$ cat src/hdl/c3sbf_pkg.sv
// Shared types and constants of the 3x3 sharpen and box blur filter.
`default_nettype none

package c3sbf_pkg;

  localparam int CH_W       = 8;
  localparam int PIX_W      = 3 * CH_W;
  localparam int FW_W       = 11;
  localparam int FH_W       = 13;
  localparam int ROW_W      = 12;
  localparam int CFG_IDX_W  = 2;
  localparam int CFG_DATA_W = 13;

  // Kernel arithmetic: a sum of nine channels needs 12 bits.
  localparam int SUM_W      = 12;
  localparam int RECIP_W    = 13;
  localparam int PROD_W     = SUM_W + RECIP_W;
  localparam int BLUR_SHIFT = 16;
  // floor(x * 7282 / 65536) equals floor(x / 9) for every sum of nine bytes.
  localparam logic [RECIP_W-1:0] BLUR_RECIP = 13'd7282;

  localparam int FIFO_DEPTH = 4;
  localparam int FIFO_PW    = 2;
  localparam int FIFO_CW    = 3;

  localparam logic [CFG_IDX_W-1:0] REG_FRAME_WIDTH  = 2'd0;
  localparam logic [CFG_IDX_W-1:0] REG_FRAME_HEIGHT = 2'd1;
  localparam logic [CFG_IDX_W-1:0] REG_FILTER_MODE  = 2'd2;
  localparam logic [CFG_IDX_W-1:0] REG_MAX_COLOR    = 2'd3;

  localparam logic KIND_PIXEL   = 1'b0;
  localparam logic KIND_DRAIN   = 1'b1;
  localparam logic MODE_SHARPEN = 1'b0;
  localparam logic MODE_BLUR    = 1'b1;

  localparam logic [FW_W-1:0] FRAME_WIDTH_RESET  = 11'd640;
  localparam logic [FH_W-1:0] FRAME_HEIGHT_RESET = 13'd480;
  localparam logic [CH_W-1:0] MAX_COLOR_RESET    = 8'd255;
  localparam int              MIN_DIM            = 3;
  localparam int              MAX_HEIGHT         = 4096;

  typedef logic [PIX_W-1:0] pixel_t;

  typedef struct packed {
    pixel_t pixel;
    logic   frame_end;
  } result_t;

  // Up to two results enter the output queue together.
  typedef struct packed {
    logic [1:0] n;
    result_t    first;
    result_t    second;
  } push_t;

endpackage

`default_nettype wire

$ cat src/hdl/c3sbf_result_fifo.sv
// Four-entry result queue that takes up to two results per cycle.
`default_nettype none

module c3sbf_result_fifo import c3sbf_pkg::*; (
  input  wire logic               clk,
  input  wire logic               rst,
  input  wire push_t              push,
  input  wire logic               pop,
  output logic                    head_valid,
  output result_t                 head,
  output logic      [FIFO_CW-1:0] free_slots
);

  result_t              entry [FIFO_DEPTH];
  logic [FIFO_PW-1:0]   wr_ptr;
  logic [FIFO_PW-1:0]   rd_ptr;
  logic [FIFO_CW-1:0]   count;
  logic                 do_pop;

  assign head_valid = (count != '0);
  assign head       = entry[rd_ptr];
  assign free_slots = FIFO_CW'(FIFO_DEPTH) - count;
  assign do_pop     = pop && head_valid;

  always_ff @(posedge clk) begin
    if (push.n != 2'd0) begin
      entry[wr_ptr] <= push.first;
    end
    if (push.n == 2'd2) begin
      entry[wr_ptr + FIFO_PW'(1)] <= push.second;
    end
  end

  always_ff @(posedge clk) begin
    if (rst) begin
      wr_ptr <= '0;
      rd_ptr <= '0;
      count  <= '0;
    end else begin
      wr_ptr <= wr_ptr + FIFO_PW'(push.n);
      if (do_pop) begin
        rd_ptr <= rd_ptr + FIFO_PW'(1);
      end
      count <= count + FIFO_CW'(push.n) - FIFO_CW'(do_pop);
    end
  end

endmodule

`default_nettype wire
$ cat config.mk
export PLATFORM = sky130hd
export DESIGN_NAME = c3sbf_result_fifo
export DESIGN_NICKNAME = d
export VERILOG_FILES = /design/src/hdl/c3sbf_pkg.sv /design/src/hdl/c3sbf_result_fifo.sv
export SDC_FILE = /design/constraint.sdc
export NUM_CORES = 1
export LEC_CHECK = 0
export BUFFER_PORTS_ARGS = -buffer_cell sky130_fd_sc_hd__buf_2
export CORE_MARGIN = 4
export CORE_UTILIZATION = 40
export DETAILED_ROUTE_END_ITERATION = 6
export PLACE_DENSITY_LB_ADDON = 0.2
export SLEW_MARGIN = 20
export SYNTH_ARGS = -nofsm -noshare
export SYNTH_HDL_FRONTEND = slang
export SYNTH_SLANG_ARGS = --single-unit
$ cat constraint.sdc
create_clock -name clk -period 2.85 [get_ports clk]
set_clock_uncertainty 0.1 [all_clocks]
set_input_delay 0.57 -clock clk [delete_from_list [all_inputs] [get_ports clk]]
set_output_delay 0.57 -clock clk [all_outputs]
set_load 0.02 [all_outputs]
# [Word level (Yosys, flattened, before mapping)]
# Memories as Yosys holds them, arrays and structs flattened. A register that Yosys moved wholly into a read port is not among the register bits.
# Cells that the tools add are included.
[word_totals] regBits=7 mem_bits_rw=100 in_bits=55 output_inout_bits=29 word_cells=20 mem_count=1
[memory_table] memory="entry" words=4 word_bits=25 rd=1 rd_ports_with_merged_regs=1 write_ports=2 line_no="c3sbf_result_fifo.sv:14" text="result_t entry [FIFO_DEPTH];"
[op_classes] add_sub_neg=6 n_eq_ne=1 muxes=6 reduce_logical=3
[ops] operator="adder 2 x 1 -> 2 bit (second input constant)" count=2
[ops] operator="2-to-1 mux 1 bit" count=4
[ops] operator="2-to-1 mux 2 bit" count=2
[ops] operator="adder 3 x 2 -> 3 bit" count=1
[ops] operator="nonzero test 3 bit" count=1
[ops] operator="subtractor 3 x 1 -> 3 bit" count=1
[ops] operator="subtractor 3 bit (first input constant)" count=1
[ops] operator="adder 2 bit" count=1
[ops] operator="== test 2 bit (second input constant)" count=1
[ops] operator="nonzero test 2 bit" count=1
[ops] operator="logical AND 1 bit" count=1

# [Depth between registers and ports, before layout]
[logic_depth] depth_word=4 depth_mapped=11

# [Least setup slack after synthesis]
# No wires, ideal clock.
[synth_path] path_type="input port to flip-flop" start="input push[50] (netlist bit)" end="memory entry[0][0] (netlist bit) (enable)" setup_ps=445 t_arrival_ps=2530 required_ps=2305 setup_slack_ps=-226 cell_stages=2 n_path_buf=0 cell_sequence="nor2_1 -> o31ai_1"
[synth_rtl] item="from (decl)" line_no="c3sbf_result_fifo.sv:7" text="input wire push_t push,"
[synth_rtl] item="to (decl)" line_no="c3sbf_result_fifo.sv:14"

==> results.toml <==
[run_status]
status = "finished, final reports clean"

[job]
drv_cap = 0

[worst_setup_path]
worstPathRequired_ns = 2.18
path_class = "flip-flop to output port"
cp-end-kind = "output port"
cp_num_buf_inv = 2
cp-start-kind = "flip-flop"
path_delay_family = "multiplexers"
slowest_delay_ns = 0.55
arrival_ns = 1.74
crit_path_cell_trace = "buf_12 > mux4_2 > buf_2"
cp_slowest_cell = "mux4_2"
worstPathMaxFanout = 22

[synth]
synth_compound_area_frac = 0.00370
synth.distinct_cells = 26
synth_top_cell_by_area = "edfxtp_1"
synth_seq_area_share = 0.588
yosysWarnings = 0
synthSimpleGateAreaFrac = 0.0233
synth_edf_count = 100
synth.most_common_cell = "edfxtp_1"
ys_ff_latch = 109
synth.avg_cell_area_um2 = 18.2
synth_xor_area_frac = 0.00970
synth-main-ff-cell = "edfxtp_1"
syn-instance-count = 297
synthMuxAreaShare = 0.326
synth_fp_nets = 359
syn_area_um2 = 5420
synth_top_area_frac = 0.554
synth-async-reset-ratio = 0
ys_top_cells_by_area = "edfxtp_1 55%, mux2_2 15%, mux4_2 10%, mux2_4 5.5%, dfxtp_1 3.3%"
synth_top_family_by_area = "multiplexers"
synthAdderAreaFrac = 0.0176
ys_top_cells_by_count = "100 x edfxtp_1, 72 x mux2_2, 25 x mux4_2"

[timing]
timing.final.crit_share = 0.847
setup_viol = 0
tns_ns = 0
tightest_slew_ns = 1.02
slew_headroom = 0.320
layout_min_cycle_time_ns = 2.41
max_freq_mhz = 414
final-hold-violation-count = 0
fin_ws_ns = 0.435
drv_slew = 0
rsz0062_at_grt = "no"

[drt]
ant_nets = 0
via_per_inst = 5.16
finalWirelength_um = 11200
vias = 2914
routedWlPerCell_um = 19.8
dr.pass1.iters = 4
drtIter0Drc = 193
drc = 0

[placed_design]
place_inst = 549
io_buffers = 83
dp_hpwl_um = 7380
dp_worst_setup_slack_ns = 0.431
gp_congestion = 0.739

[clock_network]
cts.path.max_buffers = 2
cts.clk_slew.worst_paths_ns = 0.07
clock_sinks = 109
ctsHtreeMaxLevel = 3
cts_buffers = 9
clk_latency_ns = 0.34
cts-resized-gates = 0
hold_buffers = 0
postCtsSetupBuffers = 0
cts_root_buffer = "clkbuf_16"
cts_tree = "done"

[power_and_ir_drop]
p_per_area_nw_per_um2 = 746
power_mw = 4.79
p_leak_nw = 2.33
ir_drop_v = 0.000382

[floorplan]
ioPinCount = 84
coreArea_um2 = 13200
die_y_um = 124
dieArea_um2 = 15500
rows = 42
die-width_um = 124
start_util = 0.409

[final_layout]
nets = 446
area_growth_pct = 18.5
seq_area_um2 = 3180
fill_cells = 1192
drive_above_1_share = 0.604
instances_no_fill = 565
multi_input_area_um2 = 2090
num_antenna_cells = 0

[global_routing]
grt_pass1_vias = 3236
grt_overflow_total = 0
grt_max_degree = 26
grt_pass1_wl_um = 18100
grt_usage = 0.152
antenna_found_initial = 1

[worst_hold_path]
hold_class = "input port to flip-flop"
## per-stage QoR
step | area [µm²] | utilization | hold slack [ns]
6_report | 6420 | 0.485 | 0.405
5_1_grt | 6420 | 0.485 | 0.423
4_1_cts | 6420 | 0.485 | 0.403
3_5_place_dp | 6110 | 0.461 | 0.417
3_3_place_gp | 6110 | 0.461 | 0.415
2_1_floorplan | 5420 | - | 0.385
## area by class of cell
type                            count  share of cell area
Sequential cell                   109               0.496
Inverter                            9             0.00526
Tap cell                          176              0.0343
Clock inverter                      7              0.0138
Multi-Input combinational cell    160               0.325
Timing Repair Buffer               95              0.0904
Clock buffer                        9              0.0351
## power by group
group	leakage, nW	total, mW	switching, mW	internal [mW]
logic	1.16	1.44	0.767	0.668
registers	1.01	2.04	0.0720	1.96
clock network	0.151	1.32	0.556	0.766
## worst register-to-register path, stage by stage, from the launching register on
cell and delay, ns:
dfxtp_1 0.33, inv_1 0.06, ha_1 0.19, ha_1 0.21
nor2b_1 0.20, ha_1 0.15, inv_1 0.04, ha_1 0.18
fa_1 0.38, xnor2_1 0.20, xnor2_1 0.14, nor2_1 0.05
## cells in the final DEF (no fill, tap or decap), drive strengths merged, types with 2 or more instances in the layout
| cell type | count |
|---|---|
| xnor2 | 4 |
| nor2 | 8 |
| bufinv | 2 |
| mux2 | 100 |
| xor2 | 2 |
| inv | 10 |
| ha | 6 |
| nor2b | 6 |
| clkbuf | 9 |
| and3b | 2 |
| clkinv | 3 |
| mux4 | 25 |
| edfxtp | 100 |
| dfxtp | 9 |
| buf | 95 |
## cells by family (layout without fill, tap and decap cells)
kind of cell | Yosys count | after routing
compound gates | 3 | 3
xor+xnor | 6 | 6
fa+ha+maj | 7 | 7
buf+inv | 28 | 120
flops | 109 | 109
mux | 125 | 125
simple gates | 19 | 19
## sequential cells by signal, summed over array words and instances (netlist names), named ones only
| name | cells |
|---|---|
| entry | 100 |
| wr_ptr | 2 |
| rd_ptr | 2 |
| count | 3 |
## routing by layer
layer  global-route usage  share of wire  routed length, µm  vias up
met1                0.190           0.43               4770     1466
met4               0.0613          0.020                219        2
met2                0.256           0.51               5710       74
met3               0.0339          0.045                506       20
met5                    0         0.0012                 13        -
li1                     -              -                  -     1352
## path summary, 6_finish.rpt
path / startpoint / endpoint / slack (ns) / cells past startpoint
setup / recovery: flip-flop / head[6] / 0.44 / 3
setup reg to reg: count[0]$_SDFF_PP0_ / count[2]$_SDFF_PP0_ / 0.53 / 11
hold / removal: rst / flip-flop / 0.41 / 2
hold reg to reg: rd_ptr[1]$_SDFFE_PP0P_ / flip-flop / 0.43 / 2
Power figures use the tool's default switching activity.
