[src/hdl/c3sbf_pkg.sv]
// Shared types and constants of the 3x3 sharpen and box blur filter.
`default_nettype none

package c3sbf_pkg;

  localparam int CH_W       = 8;
  localparam int PIX_W      = 3 * CH_W;
  localparam int FW_W       = 11;
  localparam int FH_W       = 13;
  localparam int ROW_W      = 12;
  localparam int CFG_IDX_W  = 2;
  localparam int CFG_DATA_W = 13;

  // Kernel arithmetic: a sum of nine channels needs 12 bits.
  localparam int SUM_W      = 12;
  localparam int RECIP_W    = 13;
  localparam int PROD_W     = SUM_W + RECIP_W;
  localparam int BLUR_SHIFT = 16;
  // floor(x * 7282 / 65536) equals floor(x / 9) for every sum of nine bytes.
  localparam logic [RECIP_W-1:0] BLUR_RECIP = 13'd7282;

  localparam int FIFO_DEPTH = 4;
  localparam int FIFO_PW    = 2;
  localparam int FIFO_CW    = 3;

  localparam logic [CFG_IDX_W-1:0] REG_FRAME_WIDTH  = 2'd0;
  localparam logic [CFG_IDX_W-1:0] REG_FRAME_HEIGHT = 2'd1;
  localparam logic [CFG_IDX_W-1:0] REG_FILTER_MODE  = 2'd2;
  localparam logic [CFG_IDX_W-1:0] REG_MAX_COLOR    = 2'd3;

  localparam logic KIND_PIXEL   = 1'b0;
  localparam logic KIND_DRAIN   = 1'b1;
  localparam logic MODE_SHARPEN = 1'b0;
  localparam logic MODE_BLUR    = 1'b1;

  localparam logic [FW_W-1:0] FRAME_WIDTH_RESET  = 11'd640;
  localparam logic [FH_W-1:0] FRAME_HEIGHT_RESET = 13'd480;
  localparam logic [CH_W-1:0] MAX_COLOR_RESET    = 8'd255;
  localparam int              MIN_DIM            = 3;
  localparam int              MAX_HEIGHT         = 4096;

  typedef logic [PIX_W-1:0] pixel_t;

  typedef struct packed {
    pixel_t pixel;
    logic   frame_end;
  } result_t;

  // Up to two results enter the output queue together.
  typedef struct packed {
    logic [1:0] n;
    result_t    first;
    result_t    second;
  } push_t;

endpackage

`default_nettype wire

[src/hdl/c3sbf_kernel.sv]
// One color channel of the sharpen and box blur kernels with clamping.
`default_nettype none

module c3sbf_kernel import c3sbf_pkg::*; (
  input  wire logic [8:0][CH_W-1:0] taps,
  input  wire logic                 mode,
  input  wire logic [CH_W-1:0]      max_color,
  output logic      [CH_W-1:0]      result
);

  logic [SUM_W-1:0]  sum9;
  logic [PROD_W-1:0] prod;
  logic [SUM_W-1:0]  center5;
  logic [SUM_W-1:0]  edges;
  logic [SUM_W-1:0]  sharp;
  logic [CH_W-1:0]   blur;

  always_comb begin
    sum9 = '0;
    for (int k = 0; k < 9; k++) begin
      sum9 = sum9 + SUM_W'(taps[k]);
    end
  end

  assign prod = PROD_W'(sum9) * PROD_W'(BLUR_RECIP);
  assign blur = prod[BLUR_SHIFT +: CH_W];

  // Taps are row-major, so the edge neighbors are 1, 3, 5 and 7.
  assign center5 = (SUM_W'(taps[4]) << 2) + SUM_W'(taps[4]);
  assign edges   = SUM_W'(taps[1]) + SUM_W'(taps[3]) + SUM_W'(taps[5]) + SUM_W'(taps[7]);
  assign sharp   = center5 - edges;

  always_comb begin
    if (mode == MODE_BLUR) begin
      result = blur;
    end else if (sharp[SUM_W-1]) begin
      result = '0;
    end else if (sharp[SUM_W-2:CH_W] != '0) begin
      result = max_color;
    end else begin
      result = sharp[CH_W-1:0];
    end
  end

endmodule

`default_nettype wire

[config.mk]
export PLATFORM = sky130hd
export DESIGN_NAME = c3sbf_kernel
export DESIGN_NICKNAME = d
export VERILOG_FILES = /design/src/hdl/c3sbf_pkg.sv /design/src/hdl/c3sbf_kernel.sv
export SDC_FILE = /design/constraint.sdc
export NUM_CORES = 1
export LEC_CHECK = 0
export BUFFER_PORTS_ARGS = -buffer_cell sky130_fd_sc_hd__buf_4
export CAP_MARGIN = 10
export CORE_ASPECT_RATIO = 1.4
export CORE_MARGIN = 1.5
export CORE_UTILIZATION = 60
export DETAILED_ROUTE_END_ITERATION = 7
export GPL_ROUTABILITY_DRIVEN = 0
export GPL_TIMING_DRIVEN = 0
export PLACE_DENSITY = 0.85
export REMOVE_ABC_BUFFERS = 1
export SLEW_MARGIN = 20
export SYNTH_ARGS = -nofsm -noshare
export SYNTH_HDL_FRONTEND = slang
export SYNTH_SLANG_ARGS = --single-unit
export TNS_END_PERCENT = 30
[constraint.sdc]
create_clock -name vclk -period 11.74
set_clock_uncertainty 0.1 [all_clocks]
set_input_delay 0.587 -clock vclk [all_inputs]
set_output_delay 0.587 -clock vclk [all_outputs]
set_load 0.01 [all_outputs]
# Word level (Yosys, flattened, before mapping)
# Index checks and enable logic that the tools add are counted.
# word_totals
register_bits	0
in_bits	81
out_inout_bits	8
word_cells	18
# op_classes
addsub	13
n_mul	1
muxes	3
reduce_logical	1
# ops
op	n
adder 12 x 8 -> 12 bit	4
adder 10 x 8 -> 11 bit	3
2-to-1 mux 8 bit	3
multiplier 12 x 12 -> 23 bit (second input constant)	1
adder 9 x 8 -> 10 bit	2
adder 8 x 8 -> 9 bit	2
adder 11 x 8 -> 12 bit	1
subtractor 11 x 11 -> 12 bit	1
nonzero test 3 bit	1

# Longest topological paths before layout
# depth
word_depth	10
depth_mapped	35
depth_no_buf	35

# Worst setup path before layout
# Ideal clock, no wire load.
# synth_path
kind	input to output
startpoint	in taps[3] (netlist name)
endpoint	out result[6]
arrival_time_ns	8.239
required_ns	11.053
setup_slack_ns	2.814
path_stages	35
path_buffers	0
cell_sequence	inv_1 fa_1 inv_1 fa_1 fa_1 inv_1 fa_1 inv_1 ha_1 a21o_1 a21oi_2 nor2b_1 o21a_1 nor2_1 xnor2_1 xor2_1 ha_1 a21o_1 ha_1 inv_1 fa_1 inv_1 fa_1 inv_1 fa_1 inv_1 ha_1 o21ai_0 a21oi_1 a2111oi_2 o21ai_2 a41oi_2 o21ai_1 xnor2_1 o22ai_1
# synth_via
elab_chain_len	10
# synth_rtl
item	line	source
start, declared	c3sbf_kernel.sv:5	input wire logic [8:0][CH_W-1:0] taps,
adder 8 x 8 -> 9 bit	c3sbf_kernel.sv:21	sum9 = sum9 + SUM_W'(taps[k]);
adder 9 x 8 -> 10 bit	c3sbf_kernel.sv:21	
adder 10 x 8 -> 11 bit	c3sbf_kernel.sv:21	
adder 11 x 8 -> 12 bit	c3sbf_kernel.sv:21	
adder 12 x 8 -> 12 bit (4 in a row)	c3sbf_kernel.sv:21	
multiplier 12 x 12 -> 23 bit	c3sbf_kernel.sv:25	assign prod = PROD_W'(sum9) * PROD_W'(BLUR_RECIP);
2-to-1 mux 8 bit	c3sbf_kernel.sv:34	if (mode == MODE_BLUR) begin
end, declared	c3sbf_kernel.sv:8	output logic [CH_W-1:0] result
# Every way passes these cells.

# Worst setup path after layout
# layout_path
startpoint	in taps[11] (netlist name)
endpoint	out result[6]
# layout_via
elab_chain_len	10
elab_cells_between_ends	17
cone_classes	add/sub: 12; mul: 1; mux: 3; reduce/logical: 1
# layout_rtl
item	line
adder 8 x 8 -> 9 bit	c3sbf_kernel.sv:21
adder 9 x 8 -> 10 bit	c3sbf_kernel.sv:21
adder 10 x 8 -> 11 bit	c3sbf_kernel.sv:21
adder 11 x 8 -> 12 bit	c3sbf_kernel.sv:21
adder 12 x 8 -> 12 bit (4 in a row)	c3sbf_kernel.sv:21
multiplier 12 x 12 -> 23 bit	c3sbf_kernel.sv:25
2-to-1 mux 8 bit *	c3sbf_kernel.sv:34
# Mark *: on every way between the ends. The rest lies on a longest branch, timed or not.

==> results.toml <==
[final_layout]
nNetsFinal = 893
fin_area_mm2 = 0.00588
numSequentialCells = 0
area.sequential_um2 = 0
nClkBuffers = 0
synthToLayoutAreaGrowth_pct = 15.5
antenna_cells = 0
drive_gt1_share_pct = 16.3

[timing]
finalWorstSetupSlack_ns = 1.90
max_slew_margin_pct = 42.0
holdWs_ns = 1.46
setup_violations = 0
hold_viol = 0
rsz0062_at_grt = "no"
period_share_pct = 83.8
tightest_slew_ns = 0.864
finalCriticalPeriod_ns = 9.84
tns_ns = 0
max_freq_mhz = 102
drv_slew = 0

[place]
placed_area_mm2 = 0.00588
dp_hpwl_mm = 10.1
io_buffers = 89
dp_slack_ns = 1.88

[floorplanning]
core_mm2 = 0.00820
rows = 39
die_area_mm2 = 0.00905
pin_count = 89
die-width_um = 80.8
die_h_um = 112
start_util_pct = 62.1

[yosys]
yosys-top-cells-count = "inv_1, fa_1, ha_1"
synth_cells = 519
synth_area_leaders = "fa_1, ha_1, inv_1"
synth_cell_type_count = 41
yosysTopAreaCell = "fa_1"
syn_area_per_cell_um2 = 9.80
yosys_warnings = 0
synth_most_common_cell = "inv_1"
syn_area_mm2 = 0.00509
yosysSeqAreaShare_pct = 0
synth.top_cell.area_share_pct = 42.5

[worst_setup_path]
crit_path_top_delay_cell = "xnor2_1"
critPathArrivalTime_ns = 9.15
cp_slowest_stage_delay_ns = 0.68
critPathKind = "input port to output port"
critPathMaxFanout = 7
endpoint = "result[6]"
crit_path_end_kind = "output port"
crit_start = "taps[11]"
startpoint_type = "input port"
critical_path_required_ns = 11.05
cpMostUsedCell = "inv_1"

[drt]
wl_per_cell_um = 15.0
antenna_left = 0
drt_iter0_markers = 101
via_per_inst = 5.43
drc = 0
drt_pass1_iterations = 7
num_vias = 3848
wl_mm = 10.6

[grt]
overflow = 0
grt_pass1_vias = 4466
grt_pass1_wl_mm = 18.7
track_usage_pct = 25.9
antenna_found_initial = 0
grt_max_degree = 9

[clocking]
cts_setup_buffers = 0
ctsResizeCount = 0
holdBufCountCts = 0

[job]
maxCapViolations = 0

[run_status]
status = "finished clean"

[hold_path]
min_path_type = "input port to output port"
==> through the flow <==
step	utilization, %	std cells
after floorplan	-	518
after global placement	71.7	709
after detailed placement	71.7	709
after CTS	71.7	709
after global routing	71.7	709
final	71.7	709
==> layout make-up <==
class,instances,area (um2)
Multi-Input combinational cell,357,4480
Fill cell,580,2320
Timing Repair Buffer,89,668
Inverter,161,604
Tap cell,102,128
==> cell families after synthesis <==
logic type	count (synthesis)	share of synthesized area, %
fa+ha+maj	204	66.0
buf+inv	162	12.0
compound gates	69	9.98
simple gates	40	3.84
xor+xnor	34	6.15
mux	10	1.97
==> layout by cell type (no fill, tap or decap), types with 2 or more instances in the layout <==
cell type / synthesis / final
nor3_1: 2 / 2
mux2i_1: 10 / 10
or3_1: 2 / 2
nand4_1: 2 / 2
ha_1: 95 / 95
a21o_1: 14 / 14
nand2_1: 10 / 10
o21ai_0: 5 / 5
o21ai_1: 5 / 5
a21oi_2: 2 / 2
nor2b_1: 2 / 2
inv_1: 161 / 161
fa_1: 108 / 108
or4_1: 3 / 3
o22ai_1: 4 / 4
nor2_1: 13 / 13
buf_4: 1 / 89
xnor2_2: 2 / 2
o21bai_1: 4 / 4
nand3_1: 2 / 2
a31oi_1: 2 / 2
xnor2_1: 18 / 18
o21a_1: 5 / 5
a211oi_1: 3 / 3
a21oi_1: 11 / 11
xor2_1: 14 / 14
o211ai_1: 5 / 5
==> how the worst min path moves through the flow <==
stage | end | depth (start not counted) | start | slack, ns
5_1_grt | result[7] | 4 | mode | 1.49
3_3_place_gp | result[7] | 4 | mode | 1.45
6_report | result[7] | 4 | mode | 1.46
4_1_cts | result[1] | 4 | mode | 1.46
2_1_floorplan | result[1] | 2 | mode | 1.20
3_5_place_dp | result[1] | 4 | mode | 1.46
==> metal layers <==
metal,GRT usage (%),up-vias,share of wire (%)
met5,0,-,0
met4,5.86,0,2.4
met3,1.89,22,3.5
met2,51.0,83,59
met1,29.0,1939,35
li1,-,1804,-
==> worst max-delay path, delay by kind of cell <==
family | cells | cell delay, ns
AOI/OAI and AO/OA | 11 | 1.83
buffers and inverters | 10 | 0.74
xor gates and xnor gates | 3 | 1.03
adders and majority gates | 11 | 4.80
and+or+nand+nor | 2 | 0.19
Power is left out: the tool's default activity adds up to more than one toggle a clock period on the data nets, which glitch-free logic cannot reach.
